$ cat src/rtl/assert_macros.svh
// Assertion macros for the replacement engine, used by the eaf_ctrl module.
// Depends on nothing; SYNTH selects the empty forms for synthesis.
`ifndef ASSERT_MACROS_SVH
`define ASSERT_MACROS_SVH
`ifndef SYNTH
`define EAF_ASSERT(label, clk, rst, prop, msg) \
  label: assert property (@(posedge clk) disable iff (rst) prop) else $error(msg);
`define EAF_ASSERT_NEVER(label, clk, rst, expr, msg) \
  label: assert property (@(posedge clk) disable iff (rst) !(expr)) else $error(msg);
`else
`define EAF_ASSERT(label, clk, rst, prop, msg)
`define EAF_ASSERT_NEVER(label, clk, rst, expr, msg)
`endif
`endif

$ cat src/rtl/eaf_pkg.sv
// Types, constants and helper functions for the replacement engine.
// Used by the controller, the datapath and the top level.
package eaf_pkg;

  localparam int SETS      = 1024;
  localparam int SET_W     = 10;
  localparam int WAYS      = 16;
  localparam int WAY_W     = 4;
  localparam int RANK_W    = 4;
  localparam int ADDR_W    = 58;
  localparam int LANES     = 16;
  localparam int LANE_W    = 4;
  localparam int LFSR_W    = 16;
  localparam logic [LFSR_W-1:0] SEED_RESET = 16'd44257;
  localparam logic [2:0] REG_RANDOM_SEED = 3'd0;

  typedef logic [WAYS-1:0][RANK_W-1:0] rank_row_t;

  typedef struct packed {
    logic clear_wr;
    logic accept;
    logic lru_rd;
    logic push;
    logic scan_rd;
    logic eval;
    logic load_out;
  } eaf_cmd_t;

  typedef struct packed {
    logic mode;
    logic hit;
    logic clear_last;
    logic scan_last;
  } eaf_status_t;

  function automatic rank_row_t init_row();
    rank_row_t r;
    for (int i = 0; i < WAYS; i++) begin
      r[i] = RANK_W'(i);
    end
    return r;
  endfunction

endpackage

$ cat src/rtl/eaf_ctrl.sv
// Sequencing state machine of the replacement engine.
// Depends on eaf_pkg and assert_macros.svh; drives the datapath by commands.
`include "assert_macros.svh"
module eaf_ctrl import eaf_pkg::*; (
  input  logic        clk,
  input  logic        rst,
  input  logic        in_valid,
  output logic        in_stall,
  output logic        out_valid,
  input  logic        out_stall,
  input  eaf_status_t status,
  output eaf_cmd_t    cmd
);

  typedef enum logic [6:0] {
    S_CLEAR    = 7'b0000001,
    S_IDLE     = 7'b0000010,
    S_READ     = 7'b0000100,
    S_SCAN     = 7'b0001000,
    S_SCAN_END = 7'b0010000,
    S_EVAL     = 7'b0100000,
    S_DONE     = 7'b1000000
  } state_t;

  state_t state;
  state_t state_next;

  always_comb begin
    state_next = state;
    cmd = '0;
    case (state)
      S_CLEAR: begin
        cmd.clear_wr = 1'b1;
        if (status.clear_last) begin
          state_next = S_IDLE;
        end
      end
      S_IDLE: begin
        if (in_valid) begin
          cmd.accept = 1'b1;
          state_next = S_READ;
        end
      end
      S_READ: begin
        cmd.lru_rd = 1'b1;
        if (status.mode && !status.hit) begin
          cmd.push = 1'b1;
          state_next = S_SCAN;
        end else begin
          state_next = S_EVAL;
        end
      end
      S_SCAN: begin
        cmd.scan_rd = 1'b1;
        if (status.scan_last) begin
          state_next = S_SCAN_END;
        end
      end
      S_SCAN_END: begin
        state_next = S_EVAL;
      end
      S_EVAL: begin
        cmd.eval = 1'b1;
        state_next = S_DONE;
      end
      S_DONE: begin
        if (!out_valid || !out_stall) begin
          cmd.load_out = 1'b1;
          state_next = S_IDLE;
        end
      end
      default: begin
        state_next = S_IDLE;
      end
    endcase
  end

  always_ff @(posedge clk) begin
    if (rst) begin
      state <= S_CLEAR;
      out_valid <= 1'b0;
    end else begin
      state <= state_next;
      if (cmd.load_out) begin
        out_valid <= 1'b1;
      end else if (!out_stall) begin
        out_valid <= 1'b0;
      end
    end
  end

  assign in_stall = (state != S_IDLE);

  `EAF_ASSERT(a_rise_after_done, clk, rst, $rose(out_valid) |-> $past(state == S_DONE), "result shown without evaluation")
  `EAF_ASSERT(a_accept_reads, clk, rst, (in_valid && !in_stall) |=> (state == S_READ), "accepted item not read")
  `EAF_ASSERT_NEVER(a_no_accept_in_clear, clk, rst, (state == S_CLEAR) && cmd.accept, "item accepted during rank clearing")

endmodule

$ cat config.mk
export PLATFORM = sky130hd
export DESIGN_NAME = eaf_ctrl
export DESIGN_NICKNAME = d
export VERILOG_FILES = /design/src/rtl/eaf_pkg.sv /design/src/rtl/eaf_ctrl.sv
export VERILOG_INCLUDE_DIRS = /design/src /design/src/rtl
export SDC_FILE = /design/constraint.sdc
export NUM_CORES = 1
export LEC_CHECK = 0
export BUFFER_PORTS_ARGS = -buffer_cell sky130_fd_sc_hd__buf_2
export CAP_MARGIN = 0
export CELL_PAD_IN_SITES_DETAIL_PLACEMENT = 1
export CELL_PAD_IN_SITES_GLOBAL_PLACEMENT = 2
export CORE_MARGIN = 1.5
export CORE_UTILIZATION = 29
export CTS_CLUSTER_SIZE = 20
export DETAILED_ROUTE_END_ITERATION = 10
export PLACE_DENSITY_LB_ADDON = 0.1
export SLEW_MARGIN = 15
export SYNTH_ARGS = -nofsm -noshare
export SYNTH_HDL_FRONTEND = slang
export SYNTH_SLANG_ARGS = --single-unit
$ cat constraint.sdc
create_clock -name clk -period 3.5 [get_ports clk]
set_input_delay 0.7 -clock clk [delete_from_list [all_inputs] [get_ports clk]]
set_output_delay 0.7 -clock clk [all_outputs]
set_load 0.01 [all_outputs]
# After elaboration in Yosys (flattened, before gate mapping)
# Index checks and enable logic that the tools add are counted.
# classes
reduce_logical,6
n_eq_ne,13
mux,17
# op_table
op,count
7-bit one-hot mux with 7 select lines,1
7-bit 2-to-1 mux,4
1-bit 2-to-1 mux,10
2-bit != test (second input constant),4
7-bit by 1-bit equality test with 1-bit output (second input constant),1
7-bit by 2-bit equality test with 1-bit output (second input constant),1
7-bit by 3-bit equality test with 1-bit output (second input constant),1
7-bit by 4-bit equality test with 1-bit output (second input constant),1
7-bit by 5-bit equality test with 1-bit output (second input constant),1
7-bit by 6-bit equality test with 1-bit output (second input constant),1
7-bit equality test (second input constant),1
7-bit by 2-bit != test with 1-bit output (second input constant),1
6-bit 2-to-1 mux,1
4-bit AND reduction,1
1-bit logical NOT,3
2-bit 2-to-1 mux,1
2-bit by 1-bit != test with 1-bit output (second input constant),1
1-bit logical AND,1
1-bit logical OR,1
# word_totals
out_inout_bits,9
register_bits,8
input_bits,8

# Longest topological paths before layout
# logic_depth
word_depth,5
ltp_mapped,5
ltp_nobuf,4

# Worst setup path after synthesis
# Ideal clock, no wire load.
# synth_timing
path_type,register to output
start,register state[2]
end,output cmd[2] in the netlist's numbering
stages_incl_launch_ff,6
path_buffers,2
t_arrival_ps,1269
t_required_ps,2800
setup_slack_ps,1531
cell_sequence,dfxtp_1 -> buf_6 -> or4b_4 -> or2_1 -> inv_1 -> buf_4
# synth_rtl
item,line_no,source
from (decl),eaf_ctrl.sv:25,state_t state;
from (signal assigned),eaf_ctrl.sv:83,state <= state_next;
to (decl),eaf_ctrl.sv:12,output eaf_cmd_t cmd

==> reports/metrics.yaml <==
layout:
  regArea_um2: 160
  final_common_cell: "buf_2"
  final_cell_area_um2: 634
  num_antenna_cells: 0
  nets: 88
  fillCellCount: 225
  area_growth_syn_to_layout_pct: 19.6
  drive_gt1_share_pct: 34.6
  multi_input_area_um2: 322
  layout_common_cells: "buf_2 (16), dfxtp_1 (8), inv_1 (5), nor2_1 (5), nor3_1 (4)"
detailed_routing:
  postRouteAntennaNets: 0
  dr.pass1.iters: 2
  routed_wirelength_um: 1250
  routed_via_density: 4.76
  post-route-drc-count: 0
  wl_per_cell_um: 12.1
  drt_iter0_markers: 1
  via_count: 490
synth:
  syn_nets: 71
  synth_cells: 63
  ys_types: 34
  synth_edf_count: 0
  yosys_warnings: 0
  seq_area_frac_synth_pct: 30.2
  synth_ff_type: "dfxtp_1"
  syn_avg_cell_area_um2: 8.42
  synth-async-reset-ratio_pct: 0
  synth_area_um2: 531
  synth-seq-cells: 8
worst_setup_path:
  cp_num_buf_inv: 2
  critPathMaxFanout: 8
  crit_path_cell_trace: "or4b_4, or2_1, inv_1, buf_2"
  required_ns: 2.80
  path_delay_family: "simple AND/OR/NAND/NOR gates"
  cp-start-kind: "register"
  worstSetupPathDepth: 4
  arrival_ns: 1.66
  critPathKind: "register to primary output"
  cpMaxStageDelayCell: "or4b_4"
  reg2reg_depth: 4
  slowest_delay_ns: 0.50
  endpoint_kind: "primary output"
pwr:
  p_leak_nw: 0.289
  vdd_drop_max_uv: 110
  powerDensity_nw_per_um2: 347
cts:
  cts.root.buffer_cell: "clkbuf_4"
  cts.path.max_buffers: 2
  cts_setup_buffers: 0
  cts_resized: 0
  clock-sinks: 8
  htree_num_levels: 1
  postCtsHoldBufs: 0
  cts_tree: "yes"
  path_clk_slew_ns: 0.06
  clkLatencyLatePin_ns: 0.26
  numCtsBuffers: 3
hold_path:
  min_path_cells: 2
  hp-class: "register to register"
timing:
  report.final.slew_viol_count: 0
  setup_viol: 0
  finalWorstSetupSlack_ns: 1.14
  period_minus_slack_ns: 2.36
  finalHoldViolations: 0
  finalCritPeriodShare_pct: 67.3
  worst_pin_slew_ns: 0.534
  maxSlewHeadroom_pct: 64.1
  rsz0062_at_grt: "false"
  skew_ns: 0.00383
  max_freq_mhz: 424
  setup_tns_ns: 0
floorplan:
  fp.coreArea_um2: 1730
  start_util_pct: 30.7
  die_x_um: 45.8
  die-area_um2: 2090
  die_h_um: 45.8
  io_pins: 17
  placementRows: 15
global_routing:
  grt_start_max_net_pins: 12
  grt_pass1_wl_um: 2120
  grt_overflow_total: 0
  grt_use_total_pct: 14.7
  grt_pass1_vias: 454
  antenna_found_initial: 0
placement:
  pre_cts_slack_ns: 1.44
  io_buffers: 16
  dp_hpwl_um: 947
  placed_cell_area_um2: 612
  gp_congestion: 0.675
flow_run:
  drv_cap: 0
outcome:
  run_status: "complete, no violations"
==> synth_stat cells, drive strengths merged, types with 2 or more instances <==
master | count | area, um2
a21oi | 3 | 15.0
buf | 3 | 26.3
dfxtp | 8 | 160
inv | 5 | 18.8
nand2 | 3 | 11.3
nand3 | 2 | 10.0
nor2 | 5 | 18.8
nor2b | 2 | 12.5
nor3 | 4 | 20.0
nor3b | 3 | 22.5
o211ai | 2 | 15.0
o21ai | 2 | 10.0
==> metal layers <==
layer	share of wire, %	up-vias	routed length [um]	GRT usage [%]
li1	-	256	-	-
met1	50	217	625	19.4
met2	43	15	541	20.8
met3	5.6	2	70	5.95
met4	0.96	0	12	6.86
met5	0	-	0	0
==> through the flow <==
step	hold slack [ns]	std cells	utilization (%)	total power, mW
after floorplan	0.494	63	-	0.133
after global placement	0.478	100	35.4	0.149
after detailed placement	0.488	100	35.4	0.149
after CTS	0.499	103	36.7	0.225
after global routing	0.554	103	36.7	0.236
final	0.494	103	36.7	0.220
==> tightest hold or removal path, cell delays in order, from the launching register on <==
cell and delay [ns]:
dfxtp_1 0.33, nand2_1 0.06, a21oi_1 0.05
==> final cells by class <==
cell class	instances	share of cell area (%)
clock buffers	3	3.55
inverters	5	2.96
flip-flops and latches	8	25.2
multi-input cells	46	50.7
well taps	25	4.93
repair buffers	16	12.6
==> path summary, 6_finish.rpt <==
| kind | end | start | slack, ns |
|---|---|---|---|
| setup / recovery | cmd[2] | state[3]$_SDFFE_PP0P_ | 1.14 |
| hold / removal | out_valid$_SDFFE_PP0P_ | out_valid$_SDFFE_PP0P_ | 0.49 |
| setup reg to reg | state[1]$_SDFFE_PP0P_ | state[3]$_SDFFE_PP0P_ | 1.86 |
| hold reg to reg | out_valid$_SDFFE_PP0P_ | out_valid$_SDFFE_PP0P_ | 0.49 |
==> flip-flops by register name, indices dropped and copies added (netlist names) <==
register,flops
out_valid,1
state,7
==> power by group <==
group / switching (mW) / total (mW) / internal [mW]
Combinational: 0.0212 / 0.0420 / 0.0209
Sequential: 0.00853 / 0.104 / 0.0951
Clock: 0.0347 / 0.0742 / 0.0395
Total: 0.0644 / 0.220 / 0.155
==> kinds of logic after synthesis <==
group / count (synthesis) / synth area share (%)
buffers and inverters: 9 / 9.20
AO/OA/AOI/OAI: 12 / 15.6
XOR/XNOR: 1 / 1.65
AND/OR/NAND/NOR: 33 / 43.4
flip-flops: 8 / 30.2
Power figures use the tool's default switching activity.
